**src/sv/snfs_pkg.sv**
```systemverilog
`default_nettype none
package snfs_pkg;
    localparam int unsigned CAPACITY_BYTES_DEF = 16777216;
    localparam int unsigned PAGE_BYTES_DEF     = 256;
    localparam int unsigned SECTOR_BYTES_DEF   = 4096;

    localparam logic [7:0] OP_WREN  = 8'h06;
    localparam logic [7:0] OP_RDSR  = 8'h05;
    localparam logic [7:0] OP_WRSR  = 8'h01;
    localparam logic [7:0] OP_RDID  = 8'h9F;
    localparam logic [7:0] OP_QREAD = 8'h6B;
    localparam logic [7:0] OP_PP    = 8'h02;
    localparam logic [7:0] OP_SE    = 8'h20;
    localparam logic [7:0] ST_QE    = 8'h40;
    localparam logic [23:0] DEV_ID  = {8'hC2, 8'h20, 8'h18};
    localparam logic [3:0] QREAD_DUMMY = 4'd8;

    typedef enum logic [3:0] {
        CMD_READ = 4'd0, CMD_PROG = 4'd1, CMD_ERASE = 4'd2, CMD_INIT = 4'd3,
        CMD_STAT = 4'd4, CMD_ID = 4'd5, CMD_DONE = 4'd6, CMD_ERR = 4'd7,
        CMD_TICK = 4'd8
    } t_cmd;

    typedef enum logic [2:0] {
        STS_OK = 3'd0, STS_PARAM = 3'd1, STS_NOT_READY = 3'd2,
        STS_TIMEOUT = 3'd3, STS_IO = 3'd4, STS_WRONG_DEV = 3'd5
    } t_status;

    typedef enum logic [1:0] {
        DIR_NONE = 2'd0, DIR_READ = 2'd1, DIR_WRITE = 2'd2
    } t_dir;

    typedef enum logic [1:0] {
        OPN_READ = 2'd0, OPN_PROG = 2'd1, OPN_ERASE = 2'd2, OPN_INIT = 2'd3
    } t_opn;

    typedef enum logic [3:0] {
        PH_IDLE, PH_POWERUP, PH_ID, PH_QE_STAT, PH_WEN_DONE, PH_WEL_STAT,
        PH_WRSR_DONE, PH_PRE_STAT, PH_PRE_TICK, PH_POST_STAT, PH_POST_TICK,
        PH_QE_CHECK, PH_READ_DONE, PH_PROG_DONE, PH_ERASE_DONE
    } t_phase;

    // classified event passed from the front to the back
    // pre_bad: parameter error ahead of the ready check; post_bad: after it
    typedef struct packed {
        logic        is_req;
        logic        pre_bad;
        logic        post_bad;
        t_cmd        cmd;
        logic [23:0] address;
        logic [24:0] length;
        logic [15:0] req_limit;
        logic [7:0]  status_byte;
        logic        id_match;
    } t_evt;

    typedef struct packed {
        logic        kind;
        logic [7:0]  opcode;
        logic [23:0] flash_address;
        logic [1:0]  address_bytes;
        logic [3:0]  dummy_cycles;
        logic        quad_data;
        t_dir        direction;
        logic [24:0] byte_count;
        logic [23:0] data_offset;
        logic [7:0]  write_byte;
        t_status     status;
    } t_res;
endpackage
`default_nettype wire

```
**src/sv/snfs_front.sv**
```systemverilog
`default_nettype none
module snfs_front #(
    parameter int unsigned CAPACITY_BYTES = snfs_pkg::CAPACITY_BYTES_DEF,
    parameter int unsigned SECTOR_BYTES   = snfs_pkg::SECTOR_BYTES_DEF
) (
    input  wire logic         i_clk,
    input  wire logic         i_rst_n,
    input  wire logic         i_valid,
    output logic              o_stall,
    input  wire logic [3:0]   i_command,
    input  wire logic [23:0]  i_address,
    input  wire logic [24:0]  i_length,
    input  wire logic [15:0]  i_req_limit,
    input  wire logic [7:0]   i_status_byte,
    input  wire logic [23:0]  i_id_value,
    output logic              o_valid,
    input  wire logic         i_stall,
    output snfs_pkg::t_evt    o_evt
);
    import snfs_pkg::*;

    localparam logic [25:0] CAP = 26'(CAPACITY_BYTES);
    localparam int unsigned SB = $clog2(SECTOR_BYTES);

    t_evt  n_evt;
    t_evt  r_evt;
    logic  r_valid;
    logic  bad_rng;
    logic  bad_align;
    logic  addr_over;

    // the ready check needs the back's current state, so it is left to the back
    always_comb begin
        addr_over = {2'b00, i_address} >= CAP;
        bad_rng   = (i_length == '0) || addr_over ||
                    ({1'b0, i_length} > (CAP - {2'b00, i_address}));
        bad_align = (i_address[SB-1:0] != '0) || addr_over;
        n_evt = '0;
        n_evt.cmd         = t_cmd'(i_command);
        n_evt.address     = i_address;
        n_evt.length      = i_length;
        n_evt.req_limit   = i_req_limit;
        n_evt.status_byte = i_status_byte;
        n_evt.id_match    = i_id_value == DEV_ID;
        unique case (i_command)
            CMD_READ, CMD_PROG: begin
                n_evt.is_req   = 1'b1;
                n_evt.pre_bad  = i_req_limit == '0;
                n_evt.post_bad = bad_rng;
            end
            CMD_ERASE: begin
                n_evt.is_req  = 1'b1;
                n_evt.pre_bad = (i_req_limit == '0) || bad_align;
            end
            CMD_INIT: begin
                n_evt.is_req  = 1'b1;
                n_evt.pre_bad = i_req_limit == '0;
            end
            default: n_evt.is_req = 1'b0;
        endcase
    end

    assign o_stall = r_valid && i_stall;
    assign o_valid = r_valid;
    assign o_evt   = r_evt;

    always_ff @(posedge i_clk) begin
        if (!i_rst_n) begin
            r_valid <= 1'b0;
        end else if (!o_stall) begin
            r_valid <= i_valid;
        end
        if (!o_stall && i_valid) begin
            r_evt <= n_evt;
        end
    end
endmodule
`default_nettype wire

```
**src/sv/snfs_back.sv**
```systemverilog
`default_nettype none
module snfs_back #(
    parameter int unsigned PAGE_BYTES = snfs_pkg::PAGE_BYTES_DEF
) (
    input  wire logic         i_clk,
    input  wire logic         i_rst_n,
    input  wire logic         i_valid,
    output logic              o_stall,
    input  snfs_pkg::t_evt    i_evt,
    output logic              o_valid,
    input  wire logic         i_stall,
    output snfs_pkg::t_res    o_res
);
    import snfs_pkg::*;

    localparam int unsigned PB = $clog2(PAGE_BYTES);

    t_phase      r_phase, n_phase;
    t_opn        r_op, n_op;
    logic        r_init, n_init;
    logic [23:0] r_addr, n_addr;
    logic [24:0] r_left, n_left;
    logic [23:0] r_off, n_off;
    logic [15:0] r_ticks, n_ticks;
    logic [15:0] r_limit, n_limit;
    logic [7:0]  r_saved, n_saved;
    logic        r_ovalid;
    t_res        r_res, n_res;
    logic        emit;
    logic        take;
    logic [24:0] room;
    logic [24:0] chunk;
    logic        tmo_hit;
    t_evt        e;

    // output register holds one result; accept whenever it is free or drains now
    assign o_stall = r_ovalid && i_stall;
    assign take    = i_valid && !o_stall;
    assign e       = i_evt;
    assign o_valid = r_ovalid;
    assign o_res   = r_res;

    always_comb begin
        room  = 25'(PAGE_BYTES) - {{(25-PB){1'b0}}, r_addr[PB-1:0]};
        chunk = (r_left < room) ? r_left : room;
    end

    always_comb begin
        n_phase = r_phase; n_op = r_op; n_init = r_init; n_addr = r_addr;
        n_left = r_left; n_off = r_off; n_ticks = r_ticks; n_limit = r_limit;
        n_saved = r_saved;
        n_res = '0;
        emit = 1'b0;
        tmo_hit = 1'b0;
        if (take) begin
            if (r_phase == PH_IDLE) begin
                if (e.is_req) begin
                    if (e.pre_bad) begin
                        emit = 1'b1; n_res.kind = 1'b1; n_res.status = STS_PARAM;
                    end else if (e.cmd != CMD_INIT && !r_init) begin
                        emit = 1'b1; n_res.kind = 1'b1; n_res.status = STS_NOT_READY;
                    end else if (e.post_bad) begin
                        emit = 1'b1; n_res.kind = 1'b1; n_res.status = STS_PARAM;
                    end else begin
                        n_op = t_opn'(e.cmd[1:0]);
                        n_off = '0; n_ticks = '0; n_limit = e.req_limit;
                        if (e.cmd == CMD_INIT) begin
                            n_init = 1'b0; n_addr = '0; n_left = '0;
                            n_phase = PH_POWERUP;
                        end else begin
                            n_addr = e.address;
                            n_left = (e.cmd == CMD_ERASE) ? '0 : e.length;
                            emit = 1'b1; n_phase = PH_PRE_STAT;
                            n_res.opcode = OP_RDSR; n_res.direction = DIR_READ;
                            n_res.byte_count = 25'd1;
                        end
                    end
                end
            end else if (e.cmd == CMD_TICK) begin
                if (r_phase == PH_POWERUP) begin
                    emit = 1'b1; n_phase = PH_ID; n_res.opcode = OP_RDID;
                    n_res.direction = DIR_READ; n_res.byte_count = 25'd3;
                end else begin
                    if (r_ticks != 16'hFFFF) n_ticks = r_ticks + 16'd1;
                    if (r_phase == PH_PRE_TICK || r_phase == PH_POST_TICK) begin
                        emit = 1'b1;
                        n_phase = (r_phase == PH_PRE_TICK) ? PH_PRE_STAT : PH_POST_STAT;
                        n_res.opcode = OP_RDSR; n_res.direction = DIR_READ;
                        n_res.byte_count = 25'd1;
                    end
                end
            end else if (e.cmd == CMD_ERR) begin
                if (!(r_phase == PH_POWERUP || r_phase == PH_PRE_TICK ||
                      r_phase == PH_POST_TICK)) begin
                    emit = 1'b1; n_res.kind = 1'b1; n_res.status = STS_IO;
                end
            end else begin
                priority case (r_phase)
                    PH_ID: if (e.cmd == CMD_ID) begin
                        emit = 1'b1;
                        if (!e.id_match) begin
                            n_res.kind = 1'b1; n_res.status = STS_WRONG_DEV;
                        end else begin
                            n_phase = PH_QE_STAT; n_res.opcode = OP_RDSR;
                            n_res.direction = DIR_READ; n_res.byte_count = 25'd1;
                        end
                    end
                    PH_QE_STAT: if (e.cmd == CMD_STAT) begin
                        emit = 1'b1; n_saved = e.status_byte;
                        if (e.status_byte[6]) begin
                            n_init = 1'b1; n_res.kind = 1'b1;
                        end else begin
                            n_phase = PH_WEN_DONE; n_res.opcode = OP_WREN;
                        end
                    end
                    PH_WEN_DONE: if (e.cmd == CMD_DONE) begin
                        emit = 1'b1; n_phase = PH_WEL_STAT; n_res.opcode = OP_RDSR;
                        n_res.direction = DIR_READ; n_res.byte_count = 25'd1;
                    end
                    PH_WEL_STAT: if (e.cmd == CMD_STAT) begin
                        emit = 1'b1;
                        if (!e.status_byte[1]) begin
                            n_res.kind = 1'b1; n_res.status = STS_IO;
                        end else begin
                            unique case (r_op)
                                OPN_INIT: begin
                                    n_phase = PH_WRSR_DONE; n_res.opcode = OP_WRSR;
                                    n_res.direction = DIR_WRITE;
                                    n_res.byte_count = 25'd1;
                                    n_res.write_byte = r_saved | ST_QE;
                                end
                                OPN_PROG: begin
                                    n_phase = PH_PROG_DONE; n_res.opcode = OP_PP;
                                    n_res.flash_address = r_addr;
                                    n_res.address_bytes = 2'd3;
                                    n_res.direction = DIR_WRITE;
                                    n_res.byte_count = chunk;
                                    n_res.data_offset = r_off;
                                end
                                OPN_ERASE: begin
                                    n_phase = PH_ERASE_DONE; n_res.opcode = OP_SE;
                                    n_res.flash_address = r_addr;
                                    n_res.address_bytes = 2'd3;
                                end
                                default: n_res.kind = 1'b1;
                            endcase
                        end
                    end
                    PH_WRSR_DONE, PH_ERASE_DONE, PH_PROG_DONE: if (e.cmd == CMD_DONE) begin
                        if (r_phase == PH_PROG_DONE) begin
                            n_addr = r_addr + chunk[23:0];
                            n_off = r_off + chunk[23:0];
                            n_left = r_left - chunk;
                        end
                        emit = 1'b1; n_phase = PH_POST_STAT; n_res.opcode = OP_RDSR;
                        n_res.direction = DIR_READ; n_res.byte_count = 25'd1;
                    end
                    PH_PRE_STAT: if (e.cmd == CMD_STAT) begin
                        if (e.status_byte[0]) begin
                            n_phase = PH_PRE_TICK;
                        end else begin
                            emit = 1'b1;
                            unique case (r_op)
                                OPN_READ: begin
                                    n_phase = PH_READ_DONE; n_res.opcode = OP_QREAD;
                                    n_res.flash_address = r_addr;
                                    n_res.address_bytes = 2'd3;
                                    n_res.dummy_cycles = QREAD_DUMMY;
                                    n_res.quad_data = 1'b1;
                                    n_res.direction = DIR_READ;
                                    n_res.byte_count = r_left;
                                end
                                OPN_PROG, OPN_ERASE: begin
                                    n_phase = PH_WEN_DONE; n_res.opcode = OP_WREN;
                                end
                                default: n_res.kind = 1'b1;
                            endcase
                        end
                    end
                    PH_POST_STAT: if (e.cmd == CMD_STAT) begin
                        if (e.status_byte[0]) begin
                            n_phase = PH_POST_TICK;
                        end else begin
                            emit = 1'b1;
                            if (r_op == OPN_INIT) begin
                                n_phase = PH_QE_CHECK; n_res.opcode = OP_RDSR;
                                n_res.direction = DIR_READ; n_res.byte_count = 25'd1;
                            end else if (r_op == OPN_PROG && r_left != '0) begin
                                n_phase = PH_WEN_DONE; n_res.opcode = OP_WREN;
                            end else begin
                                n_res.kind = 1'b1;
                            end
                        end
                    end
                    PH_QE_CHECK: if (e.cmd == CMD_STAT) begin
                        emit = 1'b1; n_res.kind = 1'b1;
                        if (!e.status_byte[6]) n_res.status = STS_IO;
                        else n_init = 1'b1;
                    end
                    PH_READ_DONE: if (e.cmd == CMD_DONE) begin
                        emit = 1'b1; n_res.kind = 1'b1;
                    end
                    default: ;
                endcase
            end
            // every descriptor is checked against the time limit before it is issued
            if (emit && !n_res.kind && r_phase != PH_IDLE && n_ticks >= n_limit) begin
                tmo_hit = 1'b1;
                n_res = '0; n_res.kind = 1'b1; n_res.status = STS_TIMEOUT;
                n_init = r_init; n_saved = n_saved;
            end
            if (emit && !n_res.kind && r_phase == PH_IDLE && n_limit == '0) begin
                tmo_hit = 1'b1;
                n_res = '0; n_res.kind = 1'b1; n_res.status = STS_TIMEOUT;
            end
            if (emit && n_res.kind) n_phase = PH_IDLE;
        end
    end

    always_ff @(posedge i_clk) begin
        if (!i_rst_n) begin
            r_phase <= PH_IDLE; r_op <= OPN_READ; r_init <= 1'b0;
            r_addr <= '0; r_left <= '0; r_off <= '0; r_ticks <= '0;
            r_limit <= '0; r_saved <= '0; r_ovalid <= 1'b0;
        end else begin
            r_phase <= n_phase; r_op <= n_op; r_init <= n_init;
            r_addr <= n_addr; r_left <= n_left; r_off <= n_off;
            r_ticks <= n_ticks; r_limit <= n_limit; r_saved <= n_saved;
            if (!o_stall) r_ovalid <= emit;
        end
        if (!o_stall && emit) r_res <= n_res;
    end

    assert property (@(posedge i_clk) disable iff (!i_rst_n)
        r_ovalid && i_stall |=> r_ovalid && $stable(r_res))
        else $error("result dropped under stall");
    assert property (@(posedge i_clk) disable iff (!i_rst_n)
        take && tmo_hit |=> r_phase == PH_IDLE)
        else $error("timeout did not end request");
    assert property (@(posedge i_clk) disable iff (!i_rst_n)
        r_ovalid && r_res.kind |-> r_phase == PH_IDLE || $past(r_phase) == PH_IDLE)
        else $error("completion without idle");
endmodule
`default_nettype wire

```
**src/sv/serial_nor_flash_sequencer.sv**
```systemverilog
// Structure: each event passes through a classification register and then a
// result register before its result appears.
// Throughput: one event per cycle; the result register stalls the back end
// and the front register only when a result waits.
// Reset: synchronous active low; returns to idle, device not initialized.
`default_nettype none
module serial_nor_flash_sequencer #(
    parameter int unsigned CAPACITY_BYTES = snfs_pkg::CAPACITY_BYTES_DEF,
    parameter int unsigned PAGE_BYTES     = snfs_pkg::PAGE_BYTES_DEF,
    parameter int unsigned SECTOR_BYTES   = snfs_pkg::SECTOR_BYTES_DEF
) (
    input  wire logic         i_clk,
    input  wire logic         i_rst_n,
    input  wire logic         i_valid,
    output logic              o_stall,
    input  wire logic [3:0]   i_command,
    input  wire logic [23:0]  i_address,
    input  wire logic [24:0]  i_length,
    input  wire logic [15:0]  i_req_limit,
    input  wire logic [7:0]   i_status_byte,
    input  wire logic [23:0]  i_id_value,
    output logic              o_valid,
    input  wire logic         i_stall,
    output logic              o_kind,
    output logic [7:0]        o_opcode,
    output logic [23:0]       o_flash_address,
    output logic [1:0]        o_address_bytes,
    output logic [3:0]        o_dummy_cycles,
    output logic              o_quad_data,
    output logic [1:0]        o_direction,
    output logic [24:0]       o_byte_count,
    output logic [23:0]       o_data_offset,
    output logic [7:0]        o_write_byte,
    output logic [2:0]        o_status
);
    import snfs_pkg::*;

    t_evt evt;
    t_res res;
    logic evt_valid;
    logic evt_stall;

    snfs_front #(.CAPACITY_BYTES(CAPACITY_BYTES), .SECTOR_BYTES(SECTOR_BYTES)) u_front (
        .i_clk, .i_rst_n, .i_valid, .o_stall,
        .i_command, .i_address, .i_length, .i_req_limit, .i_status_byte, .i_id_value,
        .o_valid(evt_valid), .i_stall(evt_stall), .o_evt(evt)
    );

    snfs_back #(.PAGE_BYTES(PAGE_BYTES)) u_back (
        .i_clk, .i_rst_n, .i_valid(evt_valid), .o_stall(evt_stall), .i_evt(evt),
        .o_valid, .i_stall, .o_res(res)
    );

    assign o_kind          = res.kind;
    assign o_opcode        = res.opcode;
    assign o_flash_address = res.flash_address;
    assign o_address_bytes = res.address_bytes;
    assign o_dummy_cycles  = res.dummy_cycles;
    assign o_quad_data     = res.quad_data;
    assign o_direction     = res.direction;
    assign o_byte_count    = res.byte_count;
    assign o_data_offset   = res.data_offset;
    assign o_write_byte    = res.write_byte;
    assign o_status        = res.status;
endmodule
`default_nettype wire
```
**config.mk**
```make
export PLATFORM = sky130hd
export DESIGN_NAME = serial_nor_flash_sequencer
export DESIGN_NICKNAME = d
export VERILOG_FILES = /design/src/sv/snfs_pkg.sv /design/src/sv/snfs_front.sv /design/src/sv/snfs_back.sv /design/src/sv/serial_nor_flash_sequencer.sv
export SDC_FILE = /design/constraint.sdc
export NUM_CORES = 1
export LEC_CHECK = 0
export ABC_AREA = 0
export BUFFER_PORTS_ARGS = -buffer_cell sky130_fd_sc_hd__buf_2
export CORE_MARGIN = 1
export CORE_UTILIZATION = 55
export DETAILED_ROUTE_END_ITERATION = 8
export GPL_TIMING_DRIVEN = 0
export PLACE_DENSITY_LB_ADDON = 0.12
export RECOVER_POWER = 50
export SLEW_MARGIN = 40
export SYNTH_ARGS = -nofsm -noshare
export SYNTH_HDL_FRONTEND = slang
export SYNTH_SLANG_ARGS = --single-unit
```
**constraint.sdc**
```tcl
create_clock -name i_clk -period 16 [get_ports i_clk]
set_input_delay 0.8 -clock i_clk [delete_from_list [all_inputs] [get_ports i_clk]]
set_output_delay 0.8 -clock i_clk [all_outputs]
set_load 0.02 [all_outputs]
```
Word-level counts from Yosys, hierarchy flattened
Index checks and enable logic that the tools add are counted.
Operators by class
  muxes and demuxes: 197
  add/subtract/negate cells: 6
  bitwise gates (word level): 7
  eq/ne operators: 56
  reductions and logical operators: 57
  magnitude comparators: 3
Operators with widths (number)
  two-way mux 24 bit: 22
  two-way mux 102 bit: 4
  two-way mux 25 bit: 13
  two-way mux 27 bit: 10
  two-way mux 16 bit: 15
  two-way mux 26 bit: 6
  case mux 27 bit (5 select lines): 1
  two-way mux 67 bit: 2
  two-way mux 4 bit: 25
  two-way mux 98 bit: 1
  two-way mux 32 bit: 3
  two-way mux 35 bit: 2
  two-way mux 9 bit: 7
  two-way mux 31 bit: 2
  two-way mux 62 bit: 1
  two-way mux 59 bit: 1
  two-way mux 58 bit: 1
  two-way mux 8 bit: 7
  two-way mux 3 bit: 18
  case mux 27 bit (2 select lines): 1
  case mux 26 bit (2 select lines): 1
  adder 24 bit: 2
  case mux 8 bit (6 select lines): 1
  two-way mux 1 bit: 43
  56 further kinds: 137
Storage, ports and cells
  logic and storage cells: 357
  output and inout port bits: 104
  register bits: 305

Depth between registers and ports, before layout
Gate-level depths: netlist of the first run.
  depth in word-level cells: 26
  mapped depth: 25
  gate-level depth less buffers: 23

Modules after synthesis
A second synthesis of the first run with hierarchy kept.
Second synthesis, totals
  cell total of the unflattened synthesis: 1798
  area, all modules: 17327.9 um2
Modules (own cells, without submodules)
  snfs_back: times used 1, sequential area each 5285.1 um2, area each 13673.1 um2, cells each 1555
  snfs_front: times used 1, sequential area each 2452.4 um2, area each 3654.8 um2, cells each 243

Worst setup path before layout of the first run
OpenSTA, ideal clock, no wires.
  path type: input port to flip-flop
  start: input i_stall
  end: register u_front.r_evt (netlist bit u_front.o_evt[0]) (enable)
  arrival: 4.661 ns
  cell stages on the path: 2
  data required time: 15.471 ns
  slack: 10.810 ns
  cells stage by stage: and3_1 -> nor2b_1
Between the ends
  word-level cells in the longest chain between the ends: 4
Ends and longest elaborated chain
  start, declared: RTL line serial_nor_flash_sequencer.sv:23  | input wire logic i_stall,
  logical AND 1 bit: RTL line snfs_back.sv:37  | assign o_stall = r_ovalid && i_stall;
  logical AND 1 bit: RTL line snfs_front.sv:63  | assign o_stall = r_valid && i_stall;
  logical NOT 1 bit
  logical AND 1 bit: RTL line snfs_front.sv:73  | if (!o_stall && i_valid) begin
  end signal, assigned: RTL line snfs_front.sv:74  | r_evt <= n_evt;
  end, declared: RTL line snfs_front.sv:26  | t_evt r_evt;
Every way passes these cells.
A chain may end at the register's enable or synchronous reset.

Worst setup path in the final report of the first run
  start: register u_front.r_evt (netlist bit u_front.o_evt[74])
  end: register u_back.r_res (netlist bit u_back.o_res[16]), data pin
Between the ends
  word-level cells in the longest chain between the ends: 19
  elaborated cells on any way between the ends: 65
  classes of those cells: 1 x order compare; 7 x eq/ne; 47 x mux; 10 x reduce/logical
Ends and longest elaborated chain
  branches (longest 17 deep; another with >= comparator 16 bit)
  two-way mux 102 bit *: RTL line snfs_back.sv:212  | if (emit && !n_res.kind && r_phase == PH_IDLE && n_limit == '0) begin
  two-way mux 102 bit *: RTL line snfs_back.sv:55  | if (take) begin
  end signal, assigned: RTL line snfs_back.sv:231  | if (!o_stall && emit) r_res <= n_res;
  end, declared: RTL line snfs_back.sv:28  | t_res r_res, n_res;
Every way passes the cells marked *. The select of a mux whose other input is x is not followed.

==> results of run 1 <==
## cell families (layout without fill, tap and decap cells)
kind of cell / after synthesis / in the layout / share of synthesized area [%]
buf+inv: 143 / 415 / 3.219
compound gates: 438 / 438 / 16.64
xor+xnor: 65 / 65 / 3.270
flops: 298 / 298 / 44.44
fa+ha+maj: 117 / 117 / 8.537
mux: 39 / 39 / 2.285
simple gates: 730 / 730 / 21.59
other cells: 1 / 31 / 0.02154
## metrics by stage
| step | instance area, um2 | hold slack, ns | utilization [%] | instances | power, mW |
|---|---|---|---|---|---|
| CTS | 20290 | 0.4486 | 65.82 | 2528 | 1.761 |
| global placement | 19050 | 0.4560 | 61.78 | 2462 | 0.9891 |
| floorplan | 17520 | 0.4426 | - | 1861 | 0.9339 |
| detailed placement | 19200 | 0.4666 | 62.28 | 2467 | 0.9930 |
| global route | 20000 | 0.4510 | 64.86 | 2529 | 1.800 |
| finish | 20000 | 0.4701 | 64.86 | 2529 | 1.748 |
## metal layers
| metal | up-vias | routed length, um | track usage [%] |
|---|---|---|---|
| met5 | - | 13 | 0 |
| met4 | 2 | 1905 | 11.76 |
| met3 | 121 | 4602 | 6.017 |
| met2 | 740 | 23810 | 51.35 |
| met1 | 7395 | 23060 | 44.54 |
| li1 | 7398 | - | - |
## final timing paths
check	to	slack (ns)
max	u_back.o_res[16]	8.92
min	u_front.o_evt[1]	0.47
max reg2reg	u_back.o_res[16]	8.92
min reg2reg	u_back.r_limit[12]	0.47
## synthesized netlist by cell type (all sizes together), types with 26 or more instances
cell	instances	area, um2
nor4	33	206.5
inv	53	198.9
mux2i	33	330.3
and2	84	525.5
edfxtp	177	5315
nor3	78	405.4
dfxtp	121	2422
a21o	29	217.7
o21ai	90	450.4
xnor2	31	271.5
clkbuf	71	266.5
nand2	169	634.4
xor2	34	297.8
a21oi	104	520.5
ha	114	1426
nor2	169	634.4
nand3	47	235.2
a211oi	32	240.2
a31oi	26	162.7
## flip-flops by register name, indices dropped and copies added, names as in the netlist
register,cells
u_back.o_res,96
u_back.o_valid,1
u_back.r_addr,24
u_back.r_init,1
u_back.r_left,25
u_back.r_limit,16
u_back.r_off,24
u_back.r_op,2
u_back.r_phase,4
u_back.r_saved,7
u_back.r_ticks,16
u_front.o_evt,81
u_front.o_valid,1
## layout make-up
cell class / count / area (um2) / area share [%]
multi-input cells: 1420 / 9240 / 46.21
well taps: 396 / 495.5 / 2.478
plain buffers: 88 / 356.6 / 1.783
inverters: 55 / 207.7 / 1.039
flip-flops and latches: 298 / 7737 / 38.70
clock inverters: 18 / 172.7 / 0.8635
repair buffers: 211 / 869.6 / 4.349
clock buffers: 43 / 915.9 / 4.580
## critical path, cell delays in order (launching register included)
cell and delay (ns):
edfxtp_1 0.41, clkbuf_1 0.27, nor4b_1 1.52, nand2b_1 0.43, a41oi_1 0.60, clkbuf_1 0.44
nand4_1 0.23, nand3_1 0.13, o21ai_0 0.11, ha_1 0.33, a211oi_1 0.23, o21ai_0 0.12
a21oi_1 0.30, o21ai_0 0.20, a21o_1 0.24, nor3b_2 0.26, nor3_1 0.54, clkbuf_1 0.37
and2_1 0.20
## power groups by stage
stage	Clock (mW)	Combinational (mW)	Sequential, mW
3_3_place_gp	0	0.129	0.860
3_5_place_dp	0	0.135	0.858
6_report	0.774	0.132	0.842
2_1_floorplan	0	0.0686	0.865
4_1_cts	0.783	0.136	0.841
5_1_grt	0.813	0.143	0.844
==> flow_metrics.env, run 1 <==
export IMPL_p_per_area_mw_per_mm2=87.44
export IMPL_synth_flop_cell="edfxtp_1"
export IMPL_finalWirelength_um=53390
export IMPL_cts_clk_slew_worst_paths_ns=0.06
export IMPL_synth_warning_count=0
export IMPL_path_class="flip-flop to flip-flop"
export IMPL_dp_hpwl_um=39620
export IMPL_p_int_mw=1.329
export IMPL_p_clk_share_pct=44.3
export IMPL_numCtsBuffers=34
export IMPL_clk_path_buf_depth=3
export IMPL_syn_avg_cell_area_um2=9.509
export IMPL_fmaxAchievable_ghz=0.1412
export IMPL_gp_congestion=0.9518
export IMPL_hold_path_depth=1
export IMPL_p_sw_mw=0.4190
export IMPL_start_util_pct=56.48
export IMPL_die_area_mm2=0.03237
export IMPL_final_net_count=2330
export IMPL_wl_per_cell_um=21.11
export IMPL_layout_common_cells="245 x clkbuf_1, 177 x edfxtp_1, 169 x nor2_1, 169 x nand2_1, 121 x dfxtp_1"
export IMPL_setup_viol=0
export IMPL_hold_buffers=0
export IMPL_synth_edf_count=177
export IMPL_start_kind="flip-flop"
export IMPL_rsz0062_at_grt="no"
export IMPL_grt_overflow=0
export IMPL_cts_tree="yes"
export IMPL_fp_row_count=64
export IMPL_fp_dieH_um=179.9
export IMPL_p_leak_nw=7.559
export IMPL_combinationalPowerShare_pct=7.5
export IMPL_worstPathMaxFanout=10
export IMPL_crit_arrival_ns=7.45
export IMPL_antenna_left=0
export IMPL_post_route_period_util_pct=44.25
export IMPL_required_ns=16.37
export IMPL_skew_ns=0.03548
export IMPL_cts_sinks=298
export IMPL_reg2reg_from="u_front.o_evt[74]"
export IMPL_p_sw_share_pct=23.97
export IMPL_slew_violations=40
export IMPL_cts_root_buf="clkbuf_16"
export IMPL_max_slew_margin_pct=-23.27
export IMPL_drtIter0Drc=1388
export IMPL_vias=15660
export IMPL_hold_violations=0
export IMPL_drtPass1Iterations=9
export IMPL_cp_startpoint="u_front.o_evt[74]"
export IMPL_synthesis_area_mm2=0.01741
export IMPL_area_growth_pct=14.84
export IMPL_clock_latency_ns=0.53
export IMPL_antenna_cells=0
export IMPL_antenna_found_initial=1
export IMPL_tightestPinTransition_ns=1.823
export IMPL_synthCells=1831
export IMPL_track_usage_pct=32.49
export IMPL_drv_cap=2
export IMPL_drive_above_1_share_pct=6.564
export IMPL_seq_power_share_pct=48.2
export IMPL_post_route_min_period_ns=7.080
export IMPL_nFillCells=2664
export IMPL_hold_path_class="primary input to flip-flop"
export IMPL_cts_setup_buffers=0
export IMPL_cts_resized=0
export IMPL_reg2regPathDepth=18
export IMPL_peakVddDrop_v=0.0001047
export IMPL_hold_start="i_status_byte[0]"
export IMPL_yosysSeqAreaShare_pct=44.44
export IMPL_coreArea_mm2=0.03083
export IMPL_vias_per_cell=6.191
export IMPL_synth_distinct_cells=83
export IMPL_pin_count=209
export IMPL_port_buffers=205
export IMPL_grt_pass1_wl_um=82310
export IMPL_synth_seq_cells=298
export IMPL_cts_max_level=2
export IMPL_async_flop_share_pct=0
export IMPL_setup_tns_ns=0
export IMPL_finalWorstSetupSlack_ns=8.920
export IMPL_drc=14
export IMPL_die_x_um=179.9
export IMPL_preCtsSetupSlack_ns=9.670
export IMPL_violations="design-rule violations, max-capacitance violations, max-slew violations"
export IMPL_final_common_cell="clkbuf_1"
export IMPL_grt_pass1_vias=14800
export IMPL_cp_end_kind="flip-flop"
export IMPL_grt_max_degree=69
export IMPL_run_status="finished, violations left"
(Power assumes the default switching activity.)
==> inputs of run 2 (changes only) <==
==> constraint.sdc (replaced) <==
create_clock -name i_clk -period 6.55 [get_ports i_clk]
set_input_delay 0.3275 -clock i_clk [delete_from_list [all_inputs] [get_ports i_clk]]
set_output_delay 0.3275 -clock i_clk [all_outputs]
set_load 0.02 [all_outputs]
==> flow_metrics.env, run 2 (synthesis results as in run 1) <==
export IMPL_run_status="finished, violations left"
export IMPL_violations="design-rule violations, max-capacitance violations, max-slew violations"
export IMPL_die_area_mm2=0.03237
export IMPL_required_ns=6.93
export IMPL_fmaxAchievable_ghz=0.1627
export IMPL_path_class="flip-flop to flip-flop"
export IMPL_p_sw_share_pct=24.00
export IMPL_slew_violations=29
export IMPL_fp_dieH_um=179.9
export IMPL_cts_tree="yes"
export IMPL_wl_per_cell_um=21.12
export IMPL_skew_ns=0.03469
export IMPL_grt_pass1_wl_um=83100
export IMPL_hold_path_class="primary input to flip-flop"
export IMPL_setup_tns_ns=0
export IMPL_p_sw_mw=1.029
export IMPL_antenna_found_initial=1
export IMPL_coreArea_mm2=0.03083
export IMPL_clk_path_buf_depth=3
export IMPL_area_growth_pct=16.29
export IMPL_drc=15
export IMPL_drive_above_1_share_pct=6.583
export IMPL_dp_cells=2467
export IMPL_peakVddDrop_v=0.0002559
export IMPL_reg2regPathDepth=22
export IMPL_antenna_left=0
export IMPL_final_net_count=2354
export IMPL_dp_hpwl_um=39620
export IMPL_vias=15840
export IMPL_finalWirelength_um=53910
export IMPL_setup_viol=0
export IMPL_cp_end_kind="flip-flop"
export IMPL_numCtsBuffers=34
export IMPL_layout_common_cells="247 x clkbuf_1, 177 x edfxtp_1, 169 x nor2_1, 169 x nand2_1, 121 x dfxtp_1"
export IMPL_worstPathMaxFanout=10
export IMPL_tightestPinTransition_ns=1.565
export IMPL_pin_count=209
export IMPL_grt_pass1_vias=14960
export IMPL_p_clk_share_pct=44.2
export IMPL_antenna_cells=0
export IMPL_hold_start="i_valid"
export IMPL_cts_root_buf="clkbuf_16"
export IMPL_rsz0062_at_grt="no"
export IMPL_r2r_end="u_back.r_addr[18]"
export IMPL_die_x_um=179.9
export IMPL_gp_congestion=0.9518
export IMPL_start_util_pct=56.48
export IMPL_start_kind="flip-flop"
export IMPL_reg2reg_slack_ns=0.41
export IMPL_hold_path_depth=3
export IMPL_min_to="u_front.o_valid"
export IMPL_p_int_mw=3.257
export IMPL_cts_clk_slew_worst_paths_ns=0.06
export IMPL_drv_cap=1
export IMPL_grt_overflow=0
export IMPL_drtIter0Drc=1512
export IMPL_grt_max_degree=69
export IMPL_vias_per_cell=6.204
export IMPL_p_leak_nw=7.658
export IMPL_hold_violations=0
export IMPL_track_usage_pct=32.76
export IMPL_clock_latency_ns=0.53
export IMPL_max_slew_margin_pct=-4.888
export IMPL_cts_sinks=298
export IMPL_cts_max_level=2
export IMPL_crit_arrival_ns=6.52
export IMPL_stdcell_count=2553
export IMPL_final_common_cell="clkbuf_1"
export IMPL_fp_row_count=64
export IMPL_post_route_min_period_ns=6.145
export IMPL_drtPass1Iterations=9
export IMPL_seq_power_share_pct=48.0
export IMPL_port_buffers=205
export IMPL_largest_reg_flops=96
export IMPL_post_route_period_util_pct=93.81
export IMPL_combinationalPowerShare_pct=7.8
export IMPL_p_per_area_mw_per_mm2=211.6
export IMPL_reg2reg_from="u_back.r_addr[2]"
## run 2: worst max-delay path by stage
stage	start	to	slack, ns	depth (start not counted)
after detailed placement	u_back.r_addr[2]	u_back.r_addr[18]	0.22	22
final	u_back.r_addr[2]	u_back.r_addr[18]	0.41	22
after global routing	u_back.r_phase[2]	u_back.o_res[56]	0.04	19
after CTS	u_back.r_addr[2]	u_back.r_addr[18]	0.21	22
after global placement	i_stall	u_front.o_evt[62]	-0.007	3
after floorplan	u_back.r_addr[2]	u_back.r_off[21]	1.44	21
## run 2: worst max-delay path, cell delays in order, from the launching register on
cell and delay, ns:
dfxtp_1 0.31, clkbuf_1 0.20, nor4_1 0.41, nand2_1 0.16, xor2_1 0.20, inv_1 0.08, ha_1 0.30, and3_1 0.19
a221oi_1 0.26, o21ai_0 0.14, a31oi_1 0.49, clkbuf_2 0.34, o21ai_0 0.28, ha_1 0.35, fa_1 0.45, a211oi_1 0.25
nor2_1 0.12, o31ai_2 0.48, a211oi_1 0.26, nor4b_1 0.35, o31ai_1 0.11, a32oi_1 0.20, a211oi_1 0.09
## run 2: through the flow
stage	setup slack [ns]	power, mW	hold WS [ns]	utilization [%]	cell area, um2
floorplan	1.437	2.281	0.4264	-	17520
global placement	-0.006686	2.416	0.4560	61.78	19050
detailed placement	0.2196	2.426	0.4666	62.28	19200
CTS	0.2125	4.312	0.0003663	66.53	20510
global route	0.03994	4.409	0.04901	65.68	20250
finish	0.4053	4.285	0.04594	65.68	20250
## run 2: final cells by class
class	instances	area, um2
clock inverters	18	172.7
clock buffers	43	915.9
plain buffers	88	357.8
fillers	2639	10580
inverters	55	207.7
flip-flops and latches	298	7737
well taps	396	495.5
multi-input cells	1420	9260
repair buffers	235	1101
## run 2: power groups by stage
stage | logic (mW) | clock network [mW] | registers [mW]
final | 0.335 | 1.89 | 2.06
after global routing | 0.363 | 1.99 | 2.06
after CTS | 0.343 | 1.91 | 2.06
after detailed placement | 0.331 | 0 | 2.10
after global placement | 0.315 | 0 | 2.10
after floorplan | 0.167 | 0 | 2.11
## run 2: routing by layer
metal	track usage [%]	up-vias	part of all wire [%]
met3	6.098	129	8.7
met4	11.93	2	3.6
met5	0	-	0.024
met1	44.78	7497	43
li1	-	7437	-
met2	51.89	773	44
## run 2: what timing repair did
action                                  CTS  global route
gates resized for setup                   0             3
hold buffers                             22             0
setup buffers                             0             2
endpoints found under the setup margin    0            36
endpoints found under the hold margin    22             0
==> inputs of run 3 (changes only) <==
--- a/config.mk
+++ b/config.mk
@@ -7,6 +7,7 @@
 export LEC_CHECK = 0
 export ABC_AREA = 0
 export BUFFER_PORTS_ARGS = -buffer_cell sky130_fd_sc_hd__buf_2
+export CORE_ASPECT_RATIO = 0.7
 export CORE_MARGIN = 1
 export CORE_UTILIZATION = 55
 export DETAILED_ROUTE_END_ITERATION = 8
==> flow_metrics.env, run 3 (synthesis results as in run 1) <==
export IMPL_required_ns=6.99
export IMPL_port_buffers=205
export IMPL_utilization_pct=65.48
export IMPL_stdcell_count=2598
export IMPL_pin_count=209
export IMPL_die_x_um=214.7
export IMPL_dp_hpwl_um=41140
export IMPL_cts_sinks=298
export IMPL_skew_ns=0.01747
export IMPL_grt_busiest_layer="met2"
export IMPL_dp_cells=2492
export IMPL_use_met3_pct=9.076
export IMPL_die_area_mm2=0.03238
export IMPL_largest_reg_flops=96
export IMPL_hold_violations=0
export IMPL_crit_slowest_cell="dfxtp_1"
export IMPL_track_usage_pct=33.22
export IMPL_place_area_mm2=0.01923
export IMPL_use_met1_pct=47.76
export IMPL_fp_row_count=54
export IMPL_p_leak_nw=7.690
export IMPL_drtPass1Iterations=8
export IMPL_wl_per_cell_um=21.36
export IMPL_grt_pass1_wl_um=82760
export IMPL_clk_path_buf_depth=3
export IMPL_r2r_end="u_back.r_addr[18]"
export IMPL_numCtsBuffers=29
export IMPL_start_kind="flip-flop"
export IMPL_drive_above_1_share_pct=6.382
export IMPL_p_sw_share_pct=24.63
export IMPL_setup_viol=0
export IMPL_p_int_mw=3.036
export IMPL_cts_clk_slew_worst_paths_ns=0.07
export IMPL_vias_per_cell=6.149
export IMPL_cp_cell_sequence="inv_1 -> ha_1 -> nand2_1 -> xor2_1 -> inv_1 -> ha_1 -> and3_1 -> a221oi_1 -> o21ai_0 -> a31oi_2 -> clkbuf_1 -> o21ai_0 -> ha_1 -> fa_1 -> a211oi_1 -> nor2_1 -> o31ai_2 -> a211oi_1 -> nor4b_1 -> o31ai_1 -> a32oi_1 -> a211oi_1"
export IMPL_hold_start="i_stall"
export IMPL_seq_power_share_pct=51.4
export IMPL_area_growth_pct=17.14
export IMPL_hold_path_depth=3
export IMPL_cts_root_buf="clkbuf_16"
export IMPL_setup_tns_ns=0
export IMPL_coreArea_mm2=0.03115
export IMPL_rsz0062_at_grt="yes"
export IMPL_p_clk_share_pct=40.0
export IMPL_drv_cap=0
export IMPL_run_status="complete, no violations"
export IMPL_hold_path_class="primary input to flip-flop"
export IMPL_combinationalPowerShare_pct=8.6
export IMPL_start_util_pct=55.90
export IMPL_antenna_found_initial=0
export IMPL_layout_common_cells="250 x clkbuf_1, 177 x edfxtp_1, 169 x nand2_1"
export IMPL_final_common_cell="clkbuf_1"
export IMPL_grt_max_degree=68
export IMPL_worstPathMaxFanout=10
export IMPL_p_sw_mw=0.9921
export IMPL_finalWirelength_um=55500
export IMPL_fmaxAchievable_ghz=0.1594
export IMPL_antenna_left=0
export IMPL_crit_arrival_ns=6.71
export IMPL_tightestPinTransition_ns=1.153
export IMPL_path_class="flip-flop to flip-flop"
export IMPL_final_net_count=2377
export IMPL_fp_dieH_um=150.9
export IMPL_gp_congestion=0.9744
export IMPL_drc=0
export IMPL_power_mw=4.028
export IMPL_grt_pass1_vias=14550
export IMPL_grt_overflow=0
export IMPL_max_stage_delay_ns=0.49
export IMPL_clock_latency_ns=0.58
export IMPL_grt_met2_usage_pct=49.09
export IMPL_max_slew_margin_pct=23.13
export IMPL_vias=15980
export IMPL_crit_buf_inv=3
export IMPL_reg2reg_from="u_back.r_addr[0]"
export IMPL_post_route_min_period_ns=6.274
export IMPL_cp_end_kind="flip-flop"
export IMPL_cts_max_level=1
export IMPL_nFillCells=2689
export IMPL_drtIter0Drc=1646
export IMPL_antenna_cells=0
export IMPL_reg2regPathDepth=22
export IMPL_p_per_area_mw_per_mm2=197.5
export IMPL_cts_tree="yes"
export IMPL_min_to="u_back.o_valid"
export IMPL_slew_violations=0
export IMPL_design_area_mm2=0.02040
export IMPL_post_route_period_util_pct=95.78
export IMPL_reg2reg_slack_ns=0.28
export IMPL_cpLargestDelayFamily="compound AO/OA/AOI/OAI gates"
export IMPL_peakVddDrop_v=0.0001912
==> run 3: changes by cell type in the layout (fill, tap and decap cells not counted), sizes merged <==
cell,previous run,this run
clkbuf,286,288
bufinv,3,0
dlygate4sd3,22,50
clkinv,13,10
buf,58,56
clkinvlp,4,2
inv,53,54
==> run 3: per-stage QoR <==
stage               hold slack, ns  worst slack [ns]
finish                     0.05374            0.2762
global route               0.08362          -0.03012
CTS                      0.0005883            0.1531
detailed placement          0.4649            0.2197
global placement            0.4576           0.01865
floorplan                   0.4264             1.437
==> run 3: what timing repair did <==
item                                    in CTS  in global routing
buffers inserted                             0                  2
endpoints found under the setup margin       0                 51
hold endpoints to repair                    50                  0
resized for setup                            0                  6
hold buffers                                50                  0
==> run 3: layout make-up <==
| cell class | instances | area (um2) | share of cell area, % |
|---|---|---|---|
| plain buffers | 88 | 355.3 | 1.742 |
| well taps | 420 | 525.5 | 2.577 |
| flip-flops and latches | 298 | 7737 | 37.94 |
| clock buffers | 43 | 832.0 | 4.080 |
| inverters | 55 | 214.0 | 1.049 |
| repair buffers | 263 | 1381 | 6.773 |
| clock inverters | 11 | 65.06 | 0.3190 |
| multi-input cells | 1420 | 9285 | 45.52 |
==> run 3: worst max path at each step <==
stage / from / depth (start not counted) / slack [ns] / endpoint
after floorplan: u_back.r_addr[2] / 21 / 1.44 / u_back.r_off[21]
after global placement: u_front.o_evt[74] / 18 / 0.02 / u_back.o_res[24]
after detailed placement: u_back.r_addr[0] / 22 / 0.22 / u_back.r_addr[18]
after CTS: u_back.r_addr[0] / 22 / 0.15 / u_back.r_addr[18]
after global routing: u_back.r_addr[0] / 22 / -0.03 / u_back.r_addr[18]
final: u_back.r_addr[0] / 22 / 0.28 / u_back.r_addr[18]
==> run 3: power by group through the flow <==
stage	Sequential, mW	Combinational (mW)	Clock, mW
after floorplan	2.11	0.167	0
after global placement	2.11	0.314	0
after detailed placement	2.10	0.328	0
after CTS	2.06	0.353	1.62
after global routing	2.07	0.375	1.69
final	2.07	0.347	1.61
==> run 3: worst reg2reg max path, cell delays in order (launching register included) <==
cell      delay [ns]
dfxtp_1         0.49
inv_1           0.21
ha_1            0.28
nand2_1         0.11
xor2_1          0.22
inv_1           0.07
ha_1            0.32
and3_1          0.20
a221oi_1        0.25
o21ai_0         0.19
a31oi_2         0.38
clkbuf_1        0.40
o21ai_0         0.35
ha_1            0.37
fa_1            0.47
a211oi_1        0.28
nor2_1          0.13
o31ai_2         0.38
a211oi_1        0.22
nor4b_1         0.36
o31ai_1         0.14
a32oi_1         0.22
a211oi_1        0.10
==> run 3: per-layer routing <==
metal / wire length (um) / vias to the layer above
met5: 0 / -
met2: 22910 / 859
met3: 6286 / 100
met1: 24950 / 7525
met4: 1357 / 0
li1: - / 7492
